## src/hdl/assert_macros.svh

```systemverilog
// Assertion macros used by the RTL of the single-wire bit transmitter.
`ifndef ASSERT_MACROS_SVH
`define ASSERT_MACROS_SVH

`ifndef SYNTHESIS

// Property must hold at every rising clock edge outside reset.
`define ASSERT_PROP(lbl, clk, rst_n, prop, msg) \
	lbl: assert property (@(posedge clk) disable iff (!rst_n) (prop)) else $error(msg);

// Expression must never be true outside reset.
`define ASSERT_NEVER(lbl, clk, rst_n, expr, msg) \
	lbl: assert property (@(posedge clk) disable iff (!rst_n) !(expr)) else $error(msg);

`else

`define ASSERT_PROP(lbl, clk, rst_n, prop, msg)
`define ASSERT_NEVER(lbl, clk, rst_n, expr, msg)

`endif

`endif

```

## src/hdl/swbt_pkg.sv

```systemverilog
// Types and constants of the single-wire bit transmitter.
package swbt_pkg;

	localparam int MODE_W = 2;
	localparam int DATA_W = 8;
	localparam int TICKS_W = 4;

	// Command codes carried by the mode field.
	localparam logic [MODE_W-1:0] MODE_TICK  = 2'd0;
	localparam logic [MODE_W-1:0] MODE_START = 2'd1;
	localparam logic [MODE_W-1:0] MODE_LOAD  = 2'd2;

	localparam logic [TICKS_W-1:0] RESET_TICKS_DEFAULT = 4'd5;

	// Three ticks per bit: pull low, sample, release.
	typedef enum logic [1:0] {
		PH_DRIVE   = 2'd0,
		PH_SAMPLE  = 2'd1,
		PH_RELEASE = 2'd2
	} phase_t;

endpackage

```

## src/hdl/single_wire_bit_transmitter.sv

```systemverilog
// Single-wire bit transmitter: reset pulse, byte send with collision check.
//
//  channel | direction | handshake            | payload
//  --------+-----------+----------------------+--------------------------------------
//  in      | input     | in_valid / in_ready  | mode, line_low, tx_byte
//  out     | output    | out_valid / out_ready| drive_low, reset_done, byte_done,
//          |           |                      | collision, wire_byte
//  cfg     | input     | cfg_valid / cfg_ready| cfg_data (reset_ticks)
//
// Every accepted transaction yields one result, registered and held in the
// output register; a new transaction is taken each cycle while that register
// is empty or being drained. The bit and reset state advances in the same
// cycle the transaction is accepted. A stalled output holds the input off.
// Reset releases the line, clears the bit and reset state and the output valid flag, and sets reset_ticks to 5.
// The configuration write is always ready and takes effect on the next cycle.
`include "assert_macros.svh"

module single_wire_bit_transmitter #(
	parameter int BYTE_BITS = 8
) (
	input  logic                              clk,
	input  logic                              arst_n,
	input  logic                              in_valid,
	output logic                              in_ready,
	input  logic [swbt_pkg::MODE_W-1:0]       mode,
	input  logic                              line_low,
	input  logic [swbt_pkg::DATA_W-1:0]       tx_byte,
	output logic                              out_valid,
	input  logic                              out_ready,
	output logic                              drive_low,
	output logic                              reset_done,
	output logic                              byte_done,
	output logic                              collision,
	output logic [swbt_pkg::DATA_W-1:0]       wire_byte,
	input  logic                              cfg_valid,
	output logic                              cfg_ready,
	input  logic [swbt_pkg::TICKS_W-1:0]      cfg_data
);

	localparam int CNT_W = $clog2(BYTE_BITS + 1);
	localparam logic [CNT_W-1:0] BITS_FULL = CNT_W'(BYTE_BITS);
	localparam int DW = swbt_pkg::DATA_W;

	swbt_pkg::phase_t                phase_q, phase_d;
	logic                            sending_q, sending_d;
	logic                            want_one_q, want_one_d;
	logic                            collided_q, collided_d;
	logic [DW-1:0]                   shifter_q, shifter_d;
	logic [CNT_W-1:0]                bits_left_q, bits_left_d;
	logic                            line_driven_q, line_driven_d;
	logic                            reset_active_q, reset_active_d;
	logic [swbt_pkg::TICKS_W-1:0]    reset_count_q, reset_count_d;
	logic [swbt_pkg::TICKS_W-1:0]    reset_ticks_q;
	logic                            done_d;
	logic                            reset_done_d;
	logic [DW-1:0]                   shift_or;
	logic [CNT_W-1:0]                bits_dec;

	logic                            out_valid_q;
	logic                            drive_low_q;
	logic                            reset_done_q;
	logic                            byte_done_q;
	logic                            collision_q;
	logic [DW-1:0]                   wire_byte_q;

	logic                            in_take;

	assign in_ready  = !out_valid_q || out_ready;
	assign in_take   = in_valid && in_ready;
	assign cfg_ready = 1'b1;

	assign shift_or = shifter_q | {{(DW-1){1'b0}}, want_one_q};
	assign bits_dec = bits_left_q - {{(CNT_W-1){1'b0}}, 1'b1};

	// Next state for one transaction.
	always_comb begin
		phase_d        = phase_q;
		sending_d      = sending_q;
		want_one_d     = want_one_q;
		collided_d     = collided_q;
		shifter_d      = shifter_q;
		bits_left_d    = bits_left_q;
		line_driven_d  = line_driven_q;
		reset_active_d = reset_active_q;
		reset_count_d  = reset_count_q;
		done_d         = 1'b0;
		case (mode)
			swbt_pkg::MODE_START: begin
				sending_d      = 1'b0;
				want_one_d     = 1'b0;
				phase_d        = swbt_pkg::PH_DRIVE;
				collided_d     = 1'b0;
				line_driven_d  = 1'b1;
				reset_active_d = 1'b1;
				reset_count_d  = '0;
			end
			swbt_pkg::MODE_LOAD: begin
				reset_active_d = 1'b0;
				reset_count_d  = '0;
				line_driven_d  = 1'b0;
				shifter_d      = tx_byte;
				bits_left_d    = BITS_FULL;
				sending_d      = 1'b1;
				phase_d        = swbt_pkg::PH_DRIVE;
				want_one_d     = tx_byte[DW-1];
			end
			swbt_pkg::MODE_TICK: begin
				if (sending_q) begin
					case (phase_q)
						swbt_pkg::PH_DRIVE: begin
							line_driven_d = 1'b1;
							phase_d       = swbt_pkg::PH_SAMPLE;
						end
						swbt_pkg::PH_SAMPLE: begin
							if (!want_one_q)
								line_driven_d = 1'b0;
							want_one_d = want_one_q | line_low;
							phase_d    = swbt_pkg::PH_RELEASE;
						end
						default: begin
							line_driven_d = 1'b0;
							phase_d       = swbt_pkg::PH_DRIVE;
							// The wire went low while this node sent a zero.
							if (!shifter_q[DW-1] && want_one_q) begin
								collided_d = 1'b1;
								sending_d  = 1'b0;
								want_one_d = 1'b0;
							end else begin
								bits_left_d = bits_dec;
								if (bits_dec == '0) begin
									shifter_d  = shift_or;
									want_one_d = 1'b0;
									sending_d  = 1'b0;
									done_d     = 1'b1;
								end else begin
									shifter_d  = {shift_or[DW-2:0], 1'b0};
									want_one_d = shift_or[DW-2];
								end
							end
						end
					endcase
				end else if (reset_active_q && (reset_count_q < reset_ticks_q)) begin
					reset_count_d = reset_count_q + 1'b1;
				end
			end
			default: begin
			end
		endcase
	end

	// Result fields derived from the next state.
	always_comb begin
		reset_done_d = reset_active_d && (reset_count_d >= reset_ticks_q);
	end

	always_ff @(posedge clk or negedge arst_n) begin
		if (!arst_n) begin
			phase_q        <= swbt_pkg::PH_DRIVE;
			sending_q      <= 1'b0;
			want_one_q     <= 1'b0;
			collided_q     <= 1'b0;
			shifter_q      <= '0;
			bits_left_q    <= '0;
			line_driven_q  <= 1'b0;
			reset_active_q <= 1'b0;
			reset_count_q  <= '0;
		end else if (in_take) begin
			phase_q        <= phase_d;
			sending_q      <= sending_d;
			want_one_q     <= want_one_d;
			collided_q     <= collided_d;
			shifter_q      <= shifter_d;
			bits_left_q    <= bits_left_d;
			line_driven_q  <= line_driven_d;
			reset_active_q <= reset_active_d;
			reset_count_q  <= reset_count_d;
		end
	end

	always_ff @(posedge clk or negedge arst_n) begin
		if (!arst_n) begin
			reset_ticks_q <= swbt_pkg::RESET_TICKS_DEFAULT;
		end else if (cfg_valid && cfg_ready) begin
			reset_ticks_q <= cfg_data;
		end
	end

	always_ff @(posedge clk or negedge arst_n) begin
		if (!arst_n) begin
			out_valid_q <= 1'b0;
		end else if (in_take) begin
			out_valid_q <= 1'b1;
		end else if (out_ready) begin
			out_valid_q <= 1'b0;
		end
	end

	always_ff @(posedge clk) begin
		if (in_take) begin
			drive_low_q  <= line_driven_d;
			reset_done_q <= reset_done_d;
			byte_done_q  <= done_d;
			collision_q  <= collided_d;
			wire_byte_q  <= shifter_d;
		end
	end

	assign out_valid  = out_valid_q;
	assign drive_low  = drive_low_q;
	assign reset_done = reset_done_q;
	assign byte_done  = byte_done_q;
	assign collision  = collision_q;
	assign wire_byte  = wire_byte_q;

	`ASSERT_NEVER(a_reset_and_send, clk, arst_n, reset_active_q && sending_q, "reset pulse and send both active")
	`ASSERT_PROP(a_done_releases, clk, arst_n, (out_valid && byte_done) |-> !drive_low, "byte done with line driven")
	`ASSERT_PROP(a_load_starts, clk, arst_n, (in_take && (mode == swbt_pkg::MODE_LOAD)) |=> (sending_q && (bits_left_q == BITS_FULL)), "load did not start a send")

endmodule

```

## config.mk

```make
export PLATFORM = sky130hd
export DESIGN_NAME = single_wire_bit_transmitter
export DESIGN_NICKNAME = d
export VERILOG_FILES = /design/src/hdl/swbt_pkg.sv /design/src/hdl/single_wire_bit_transmitter.sv
export VERILOG_INCLUDE_DIRS = /design/src /design/src/hdl
export SDC_FILE = /design/constraint.sdc
export NUM_CORES = 1
export LEC_CHECK = 0
export BUFFER_PORTS_ARGS = -buffer_cell sky130_fd_sc_hd__buf_2
export CAP_MARGIN = 20
export CORE_ASPECT_RATIO = 0.5
export CORE_MARGIN = 4
export CORE_UTILIZATION = 43
export CTS_CLUSTER_SIZE = 20
export DETAILED_ROUTE_END_ITERATION = 7
export PLACE_DENSITY = 0.59
export SETUP_SLACK_MARGIN = 0.05
export SYNTH_ARGS = -nofsm -noshare
export SYNTH_HDL_FRONTEND = slang
export SYNTH_SLANG_ARGS = --single-unit
```

## constraint.sdc

```tcl
create_clock -name clk -period 3.7 [get_ports clk]
set_input_delay 0.185 -clock clk [delete_from_list [all_inputs] [get_ports clk]]
set_output_delay 0.185 -clock clk [all_outputs]
set_load 0.01 [all_outputs]
```

After elaboration in Yosys (flattened, before gate mapping):

Cells that the tools add are included.

* bits in registers: 40
* input port bits: 20

* bitwise gates (word level): 4
* magnitude comparators: 2
* reduce and logical (&&, ||, !) cells: 21
* mux-type cells: 37
* add/sub/neg operators: 2
* equal/unequal tests: 7

Operator list (number)
* 2-to-1 mux 8 bit: 4
* 2-to-1 mux 4 bit: 5
* one-hot mux 4 bit (2 select lines): 2
* one-hot mux 8 bit (2 select lines): 1
* 2-to-1 mux 1 bit: 15
* one-hot mux 1 bit (3 select lines): 3
* != test 2 bit (second input constant): 4
* bitwise OR 8 x 1 -> 8 bit: 1
* one-hot mux 1 bit (2 select lines): 4
* one-hot mux 2 bit (2 select lines): 2
* nonzero test 2 bit: 3
* AND reduction 5 bit: 1
* OR reduction 5 bit: 1
* adder 4 x 1 -> 4 bit (second input constant): 1
* equality test 2 x 1 -> 1 bit (second input constant): 2
* >= comparator 4 bit: 1
* logical AND 1 bit: 4
* zero test 2 bit: 2
* zero test 4 bit: 1
* < comparator 4 bit: 1
* AND reduction 4 bit: 1
* OR reduction 2 bit: 2
* subtractor 4 x 1 -> 4 bit (second input constant): 1
* AND reduction 3 bit: 1
* 8 further kinds: 10

Depth between registers and ports, before layout:

Gate-level depths: netlist of the first run.

* depth in word-level cells: 7
* depth in mapped cells: 13

Worst setup path before layout of the first run:

Ideal clock, no wire load.

* path kind: register to register
* start: register reset_ticks_q[2] in the netlist's numbering
* end: register reset_done_q (netlist: reset_done), data pin
* cell stages (with the launch flop): 13
* path slack: 0.853 ns
* required time: 3.445 ns
* data arrival time: 2.593 ns
* buffers on the path: 0
* path through: dfstp_2 -> inv_1 -> ha_1 -> o21a_1 -> a21oi_1 -> nor2_1 -> a221oi_1 -> ha_1 -> nand2b_1 -> a21o_1 -> a21o_1 -> a21oi_1 -> nor2_1

* cells in the longest elaborated chain, start to end: 7

RTL lines
* start: declaration: RTL line single_wire_bit_transmitter.sv:53 `logic [swbt_pkg::TICKS_W-1:0] reset_ticks_q;`
* start signal: assignment: RTL line single_wire_bit_transmitter.sv:182 `reset_ticks_q <= swbt_pkg::RESET_TICKS_DEFAULT;`
* start signal: assignment: RTL line single_wire_bit_transmitter.sv:184 `reset_ticks_q <= cfg_data;`
* < comparator 4 bit: RTL line single_wire_bit_transmitter.sv:142 `end else if (reset_active_q && (reset_count_q < reset_ticks_q)) begin`
* logical AND 1 bit: RTL line single_wire_bit_transmitter.sv:142
* 2-to-1 mux 4 bit: RTL line single_wire_bit_transmitter.sv:142
* 2-to-1 mux 4 bit: RTL line single_wire_bit_transmitter.sv:108 `if (sending_q) begin`
* one-hot mux 4 bit (2 select lines): RTL line single_wire_bit_transmitter.sv:87 `case (mode)`
* >= comparator 4 bit *: RTL line single_wire_bit_transmitter.sv:153 `reset_done_d = reset_active_d && (reset_count_d >= reset_ticks_q);`
* logical AND 1 bit *: RTL line single_wire_bit_transmitter.sv:153
* net reset_done_d: RTL line single_wire_bit_transmitter.sv:55 `logic reset_done_d;`
* end signal: assignment: RTL line single_wire_bit_transmitter.sv:201 `reset_done_q <= reset_done_d;`
* end: declaration: RTL line single_wire_bit_transmitter.sv:61 `logic reset_done_q;`

Mark *: on every way through the listed nets, which the timed path passes. The rest lies on a longest branch.
A chain may end at the register's enable or synchronous reset.

Final worst setup path of the first run:

Ends and elaborated chain as after synthesis.

==> impl_results.md, run 1 <==
* Num CTS Buffers at 5
* Avg WL per Cell at about 15 um
* Final Util at between 50 and 60%
* Final ANT Viol Nets at 0
* Fin nets at 319
* Initial antenna violation count at 0
* Initial drt markers at roughly 140
* Initial Utilization at a little under half
* Worst vdd ir at around 0.0002 V
* Status: finished clean
* Crit path time final at 3.14 ns
* Post-Layout Inst Area at 2700 sq um
* # H-tree levels at 2
* RD Place Congestion at 0.748
* RSZ-0062 raised after global routing: false
* Hpwl dp at ~3.8 mm
* CTS clk-pin slew, worst paths at 0.08 ns
* CP endpoint kind: flip-flop
* Final WL at ~5.4 mm
* Post-CTS setup buffer count at 0
* Crit share post-route at between 80% and 90%
* Router iterations before antenna repair at 5
* First-pass GRT wire length at 9.28 mm
* Post-synth top cells: nand2_1 (37), dfrtp_1 (26), nor2_1 (20), o21ai_0 (20), ha_1 (14)
* Post-CTS Hold Buffers at 1
* Core Region at a little over 5000 sq um
* N_diodes at 0
* CTS tree: built
* Leakage at roughly 1.2 nW
* Worst endpoint required time at around 3.8 ns
* Worst rel slew slack at 55.9%
* Synth area leaders: dfrtp_1 (27%), edfxtp_1 (15%), ha_1 (7.3%)
* Final setup vio count at 0
* Number of global-route vias before repair at about 1,900
* Area Growth Syn to Fin at 12.3%
* Clock latency on the worst-skew pair at approximately 0.30 ns
* Kind of critical path: reg2reg
* Clk sinks at 40
* Ports at 35
* Clock skew at approximately 0.012 ns
* Worst-margin pin slew at about 0.66 ns
* CP Launch Type: flip-flop
* Register area share after synthesis at between 40% and 50%
* Placed inst area at around 2600 sq um
* Pwr Density at 463 nW/um^2
* Cell count after synthesis at 255
* Layout cell share with drive strength beyond 1 at 18.2%
* Clk buf depth at 2
* Syn Area/Cell at roughly 9.4 sq um
* Arrival @ worst endpoint at approximately 3.2 ns
* Biggest area consumer among synthesized cells: dfrtp_1
* Max-cap viol count at 0
* EDFF count, synth at 12
* Yosys warning count at 0
* Cell with the most instances after synthesis: nand2_1
* Top cell type's share of synthesized area at a little over a quarter
* Ys async rst share at 70.0%
* Synthesized area at around 2400 sq um
* Unique masters post-synth at 53
* Max Freq at ~320 MHz
* # rows at 18
* Clock Tree Root: clkbuf_8
* Final Hold Viols at 0
* Input/output buffers at 33
* DR DRC count at 0
* CP max FO at 9
* Yosys reg bits at 40
* DR vias at 1,977
* Final Max Tran Viols at 0
* Die Y-Extent at 60.9 um
* PostCTS Resize Cnt at 0
* Final TNS setup at 0 ns
* Die W at roughly 110 um
* GRT Total Usage at approximately 17%
* Post-synth net total at 289
* Vias per Instance at ~5.6
* Largest net degree at the start of global routing at 31
* Remaining Overflow, GRT at 0
* Die Footprint at 6930 sq um
* Path category of the worst min-delay check: in2reg
* Dominant synthesized flop cell: dfrtp_1
* Filler cell count at 477
-- state kept, by name, summed over array words and instances (netlist names), 2 cells and up --
signal / flops
reset_ticks_q: 4
shifter_q: 8
reset_count_q: 4
bits_left_q: 4
wire_byte: 8
phase_q: 2
-- layout by cell type (no fill, tap or decap), types with 2 or more instances in the layout --
cell type / count
ha_1: 14
or2_2: 2
a21oi_1: 6
a31oi_1: 3
dfstp_2: 2
dfrtp_1: 26
nand2b_1: 7
a21o_1: 5
nand3_1: 9
nor2_1: 20
o211ai_1: 6
a22oi_1: 7
or4_1: 2
nor3_1: 3
edfxtp_1: 12
a211o_1: 3
nand2_1: 37
and3_1: 2
mux2_2: 4
clkbuf_1: 2
a221o_1: 4
buf_2: 33
mux2i_1: 5
buf_4: 2
a22o_1: 3
o31ai_1: 2
inv_1: 13
clkbuf_8: 5
o311ai_0: 3
o21ai_0: 20
-- report_power, final --
part / switching, W / internal, W
sequential: 0.0000877 / 0.000537
combinational: 0.000175 / 0.000158
clock: 0.000160 / 0.000133
-- logic make-up after synthesis --
kind of cell	Yosys count	synth area share, %
AO/OA/AOI/OAI	70	20.4
AND/OR/NAND/NOR	94	19.0
other	1	0.156
adder cells (fa/ha/maj)	14	7.28
XOR/XNOR	1	0.364
flip-flops	40	44.2
buffers and inverters	26	4.68
multiplexers	9	3.95
-- critical path: stages (launching register included) --
cell and delay [ns]:
dfstp_2 0.52, inv_1 0.06, ha_1 0.28, o21a_1 0.20
a21oi_1 0.48, nor2_1 0.13, a221oi_1 0.26, ha_1 0.28
nand2b_1 0.14, a21o_1 0.17, a21o_1 0.17, a21oi_1 0.14
nor2_1 0.06
-- cell type report --
cell class / instances / area, sq um / share of cell area, %
Clock inverter: 1 / 5.00 / 0.185
Tap cell: 70 / 87.6 / 3.24
Sequential cell: 40 / 1060 / 39.4
Clock buffer: 7 / 76.3 / 2.82
Timing Repair Buffer: 36 / 190 / 7.04
Inverter: 13 / 48.8 / 1.81
Multi-Input combinational cell: 189 / 1230 / 45.6
-- layer usage --
metal	track usage, %	up-vias	share of wire, %
met5	0	-	0
met4	5.08	0	0.88
met3	4.48	7	5.7
met2	28.5	52	45
met1	23.3	933	48
li1	-	985	-
-- stage by stage --
step / power, W / std cells / hold WS, ns / setup WS [ns]
after floorplan: 0.000863 / 255 / -0.111 / 0.853
after global placement: 0.000953 / 347 / 0.260 / 0.670
after detailed placement: 0.000966 / 347 / 0.260 / 0.617
after CTS: 0.00126 / 356 / 0.0781 / 0.577
after global routing: 0.00134 / 356 / 0.0987 / 0.350
final: 0.00125 / 356 / 0.0851 / 0.563
-- final timing paths --
kind                                        from                to  slack, ns  cells past startpoint
worst max register to register  reset_ticks_q[2]        reset_done       0.56                     12
max in group asynchronous                 arst_n         sending_q       2.82                      2
min in group asynchronous                 arst_n      shifter_q[3]       0.45                      2
worst min-delay path                 cfg_data[3]  reset_ticks_q[3]       0.09                      3
worst min register to register        collided_q        collided_q       0.49                      2
worst max-delay path            reset_ticks_q[2]        reset_done       0.56                     12
No activity file was read; power rests on OpenSTA's default activity.
==> run 2, diff against run 1 <==
--- a/config.mk
+++ b/config.mk
@@ -13,7 +13,7 @@
 export CORE_UTILIZATION = 43
 export CTS_CLUSTER_SIZE = 20
 export DETAILED_ROUTE_END_ITERATION = 7
-export PLACE_DENSITY = 0.59
+export PLACE_DENSITY = 0.61
 export SETUP_SLACK_MARGIN = 0.05
 export SYNTH_ARGS = -nofsm -noshare
 export SYNTH_HDL_FRONTEND = slang
==> constraint.sdc (replaced) <==
create_clock -name clk -period 2.5 [get_ports clk]
set_input_delay 0.125 -clock clk [delete_from_list [all_inputs] [get_ports clk]]
set_output_delay 0.125 -clock clk [all_outputs]
set_load 0.01 [all_outputs]
==> impl_results.md, run 2 (synthesis gave the netlist of run 1 again) <==
* Status: complete, but fails checks
* DP Cell Count at 370
* Clk buf depth at 2
* CP Launch Type: flip-flop
* Final worst setup slack at -0.142 ns
* Layout cell share with drive strength beyond 1 at 28.1%
* Crit path time final at roughly 2.6 ns
* Final Hold Viols at 0
* Clock latency on the worst-skew pair at between 0.3 and 0.4 ns
* Final ANT Viol Nets at 0
* Worst rel slew slack at 56.0%
* Register Area at 1060 sq um
* Input/output buffers at 33
* CP endpoint kind: flip-flop
* Failing checks: setup timing
* Final TNS setup at -0.142 ns
* Router iterations before antenna repair at 4
* RSZ-0062 raised after global routing: true
* Max Freq at roughly 380 MHz
* Largest delay share family, worst path: compound AO/OA/AOI/OAI gates
* CP max FO at 4
* GRT Total Usage at between 15 and 20%
* Hpwl dp at between 4 and 5 mm
* DR vias at between 2,000 and 2,500
* First-pass GRT wire length at ~9.3 mm
* Worst R2R Setup Slack at -0.14 ns
* Final WL at ~5.7 mm
* Worst Reg-to-Reg Cells at 12
* Remaining Overflow, GRT at 0
* Worst slack at placement at -0.140 ns
* Worst reg2reg path startpoint: reset_ticks_q[2]
* N_diodes at 0
* Crit-path cells: inv_2, ha_4, o21a_1, a21oi_4, buf_6, and3_1, a211o_1, ha_4, a21o_1, a21o_1, a21oi_1, nor2_1
* Critical path origin: reset_ticks_q[2]
* Setup crit end: reset_done
* RD Place Congestion at 0.789
* Path category of the worst min-delay check: in2reg
* Fin nets at 343
* Avg WL per Cell at 15.1 um
* Peak per-stage delay on the critical path at ~0.53 ns
* Number of global-route vias before repair at about 2,000
* Num CTS Buffers at 5
* Commonest non-fill, non-tap cell in the layout: nand2_1
* CTS tree: built
* Initial Utilization at a little under half
* Ports at 35
* # H-tree levels at 2
* Final setup vio count at 1
* Clock Tree Root: clkbuf_8
* Post-Layout Cell Count at 380
* Leakage at roughly 1.4 nW
* Final Max Tran Viols at 0
* Initial antenna violation count at 0
* Worst endpoint required time at ~2.6 ns
* DR DRC count at 0
* # rows at 18
* Arrival @ worst endpoint at between 2 and 3 ns
* Filler cell count at around 470
* Die Footprint at about 6900 sq um
* Clk sinks at 40
* Die W at 114 um
* Clock skew at 0.00782 ns
* Largest net degree at the start of global routing at 29
* Max-cap viol count at 0
* Worst-margin pin slew at about 0.66 ns
* Crit-path slowest cell: dfstp_2
* Crit path buffers/inverters at 2
* Core Region at a little over 5000 sq um
* Vias per Instance at ~5.4
* CTS clk-pin slew, worst paths at around 0.080 ns
* Die Y-Extent at between 60 and 70 um
* Kind of critical path: reg2reg
* Area Growth Syn to Fin at 24.0%
* Commonest non-fill, non-tap cells in the layout: nand2_1 (37), buf_2 (33), dfrtp_1 (26)
* Worst R2R End: reset_done
* Crit share post-route at 106%
* Worst vdd ir at 0.000266 V
* Initial drt markers at 110
* Multi-input logic area at between 1000 and 1500 sq um
* Critical path depth in cells at 12
* Pwr Density at about 700 nW/um^2
## run 2: cell types whose count changed in the layout (fill, tap and decap cells not counted), sizes merged
cell / before / now
buf: 35 / 59
bufinv: 0 / 1
clkbuf: 7 / 5
clkinv: 1 / 0
clkinvlp: 0 / 1
inv: 13 / 14
## run 2: how the worst min path moves through the flow
stage                      startpoint  slack [ns]               end  cells after the start
after floorplan                arst_n       -0.17    bits_left_q[0]                      0
after global placement         arst_n        0.20  reset_count_q[2]                      1
after detailed placement       arst_n        0.20  reset_count_q[2]                      1
after CTS                 cfg_data[3]        0.02  reset_ticks_q[3]                      3
after global routing         in_valid        0.02         out_valid                      2
final                     cfg_data[3]        0.02  reset_ticks_q[3]                      3
## run 2: power breakdown
group	internal [W]	switching, W	leakage, nW
logic	0.000314	0.000319	0.871
clock network	0.000301	0.000265	0.0548
registers	0.000794	0.000104	0.458
## run 2: worst register-to-register path, stage by stage (launching register included)
cell,delay (ns)
dfstp_2,0.53
inv_2,0.05
ha_4,0.25
o21a_1,0.19
a21oi_4,0.10
buf_6,0.13
and3_1,0.15
a211o_1,0.27
ha_4,0.22
a21o_1,0.17
a21o_1,0.15
a21oi_1,0.14
nor2_1,0.06
## run 2: cell type report
type,count,area share (%)
multi-input combinational,189,43.4
timing repair buffer,60,12.5
tap,70,2.93
inverter,13,1.63
sequential,40,35.6
clock buffer,5,2.31
clock inverter,3,1.55
## run 2: layer usage
layer | track usage [%] | vias to the layer above | share of wire (%)
met5 | 0 | - | 0
met4 | 5.58 | 0 | 0.24
met3 | 4.68 | 2 | 6.8
met2 | 28.8 | 59 | 45
met1 | 22.2 | 966 | 47
li1 | - | 1040 | -
## run 2: through the flow
stage / hold WS (ns) / util [%] / area (sq um) / power, W
5_1_grt: 0.0244 / 57.9 / 2990 / 0.00223
2_1_floorplan: -0.171 / - / 2420 / 0.00129
3_3_place_gp: 0.201 / 54.2 / 2800 / 0.00149
3_5_place_dp: 0.195 / 54.2 / 2800 / 0.00151
4_1_cts: 0.0219 / 56.8 / 2930 / 0.00208
6_report: 0.0211 / 57.9 / 2990 / 0.00210
## run 2: repair_timing
| action | CTS | global route |
|---|---|---|
| resized for setup | 2 | 9 |
| hold buffers | 1 | 0 |
| setup buffers | 0 | 1 |
| gates cloned | 0 | 0 |
| pin swaps | 1 | 8 |
| endpoints found under the hold margin | 26 | 0 |
| setup endpoints to repair | 1 | 1 |
==> run 3, diff against run 2 <==
--- a/config.mk
+++ b/config.mk
@@ -6,8 +6,7 @@
 export SDC_FILE = /design/constraint.sdc
 export NUM_CORES = 1
 export LEC_CHECK = 0
-export BUFFER_PORTS_ARGS = -buffer_cell sky130_fd_sc_hd__buf_2
-export CAP_MARGIN = 20
+export BUFFER_PORTS_ARGS = -buffer_cell sky130_fd_sc_hd__buf_4
 export CORE_ASPECT_RATIO = 0.5
 export CORE_MARGIN = 4
 export CORE_UTILIZATION = 43
@@ -15,6 +14,7 @@
 export DETAILED_ROUTE_END_ITERATION = 7
 export PLACE_DENSITY = 0.61
 export SETUP_SLACK_MARGIN = 0.05
+export SLEW_MARGIN = 25
 export SYNTH_ARGS = -nofsm -noshare
 export SYNTH_HDL_FRONTEND = slang
 export SYNTH_SLANG_ARGS = --single-unit
==> impl_results.md, run 3 (synthesis gave the netlist of run 1 again) <==
* Die Footprint at approximately 6900 sq um
* Pwr Density at around 700 nW/um^2
* Post-CTS setup buffer count at 0
* DP Cell Count at around 370
* Crit-path cells: inv_1, ha_1, a211o_1, a21oi_4, nor2_1, a211o_1, ha_1, a21o_1, a21o_1, a21oi_2, nor2_1
* WHS at between 0.015 and 0.02 ns
* Remaining Overflow, GRT at 0
* Ports at 35
* Commonest non-fill, non-tap cells in the layout: buf_4 (60), nand2_1 (37), dfrtp_1 (26)
* CP max FO at 3
* Path category of the worst min-delay check: in2reg
* Worst rel slew slack at approximately two thirds
* Status: complete, but fails checks
* Placed inst area at a little under 3000 sq um
* Largest delay share family, worst path: compound AO/OA/AOI/OAI gates
* Final Util at roughly 60%
* CP Launch Type: flip-flop
* Commonest non-fill, non-tap cell in the layout: buf_4
* Worst-margin pin slew at between 0.4 and 0.5 ns
* Number of global-route vias before repair at around 2,000
* Clk sinks at 40
* Crit path buffers/inverters at 1
* First-pass GRT wire length at roughly 9.6 mm
* Input/output buffers at 33
* Post-Layout Inst Area at slightly above 3000 sq um
* Final WL at about 6 mm
* DR vias at roughly 2,100
* Layout cell share with drive strength beyond 1 at 27.9%
* Num CTS Buffers at 5
* Area Growth Syn to Fin at 27.4%
* Core Region at between 5000 and 6000 sq um
* Vias per Instance at ~5.5
* RSZ-0062 raised after global routing: true
* Kind of critical path: reg2reg
* Final setup vio count at 1
* Final Hold Viols at 0
* Clock latency on the worst-skew pair at approximately 0.3 ns
* # rows at 18
* RD Place Congestion at about 0.85
* Initial Utilization at between 40% and 50%
* Clock Tree Root: clkbuf_8
* CTS tree: built
* Initial drt markers at 98
* Max-cap viol count at 0
* Final worst setup slack at -0.193 ns
* Clk buf depth at 2
* GRT Total Usage at between 10% and 20%
* Clock skew at about 0.0071 ns
* Post-Layout Cell Count at around 380
* Worst endpoint required time at about 2.6 ns
* Initial antenna violation count at 0
* Avg WL per Cell at 15.5 um
* Arrival @ worst endpoint at around 2.8 ns
* Largest net degree at the start of global routing at 29
* Max Freq at roughly 370 MHz
* DR DRC count at 0
* Filler cell count at roughly 470
* Crit share post-route at 108%
* Die W at around 110 um
* # H-tree levels at 2
* Final ANT Viol Nets at 0
* Peak per-stage delay on the critical path at 0.52 ns
* Final Max Tran Viols at 0
* N_diodes at 0
* Hpwl dp at 4.05 mm
* Failing checks: setup timing
* Leakage at around 1.4 nW
* Die Y-Extent at 60.9 um
* Crit path time final at around 2.7 ns
* Worst vdd ir at 0.000313 V
* Router iterations before antenna repair at 5
* Fin nets at 345
* CP endpoint kind: flip-flop
* CTS clk-pin slew, worst paths at around 0.080 ns
* Crit-path slowest cell: dfstp_2
-- run 3: cell types whose count changed in the layout (fill, tap and decap cells not counted), moves of 2 or more --
| cell | previous run | this run |
|---|---|---|
| buf_2 | 33 | 0 |
| buf_4 | 25 | 60 |
| ha_1 | 12 | 14 |
| ha_4 | 2 | 0 |
-- run 3: metrics by stage --
stage	TNS, ns	setup slack, ns	power, W
global placement	-0.0622	-0.0622	0.00152
floorplan	-0.108	-0.108	0.00129
global route	-0.294	-0.294	0.00225
finish	-0.193	-0.193	0.00211
CTS	-0.132	-0.132	0.00210
detailed placement	-0.137	-0.137	0.00154
-- run 3: power by group --
group          leakage, nW  total [W]  switching [W]  internal, W
clock               0.0541   0.000543       0.000248     0.000296
sequential           0.458   0.000897       0.000103     0.000794
combinational        0.908   0.000672       0.000337     0.000335
-- run 3: worst paths after layout --
path	from	to	slack, ns	depth (start not counted)
hold / removal	cfg_valid	reset_ticks_q[2]	0.02	2
hold reg to reg	collided_q	collided_q	0.49	2
setup / recovery	reset_ticks_q[2]	reset_done	-0.19	11
setup reg to reg	reset_ticks_q[2]	reset_done	-0.19	11
min in group asynchronous	arst_n	reset_count_q[2]	0.29	2
max in group asynchronous	arst_n	reset_ticks_q[2]	1.90	2
-- run 3: worst reg2reg max path, delay by kind of cell, from the launching register on --
| family | cells | cell delay, ns |
|---|---|---|
| flops | 1 | 0.52 |
| buf+inv | 1 | 0.04 |
| fa+ha+maj | 2 | 0.47 |
| simple gates | 2 | 0.15 |
| compound gates | 6 | 1.28 |
-- run 3: per-layer routing --
layer	GRT usage, %	part of all wire [%]	vias to the layer above
met4	4.23	0.57	0
li1	-	-	1040
met5	0	0	-
met2	30.4	46	42
met3	3.88	4.3	5
met1	24.1	49	1021
-- run 3: layout make-up --
cell class	instances	area, sq um	area share (%)
timing repair buffer	62	472	15.4
sequential	40	1060	34.7
clock buffer	5	68.8	2.24
inverter	13	48.8	1.59
multi-input combinational	189	1280	41.9
clock inverter	3	42.5	1.39
tap	70	87.6	2.85
-- run 3: timing repair --
action,4_1_cts,5_1_grt
hold buffers,1,0
hold endpoints to repair,26,0
setup endpoints to repair,1,4
resized for setup,4,5
cloned,0,0
pin swaps,4,2
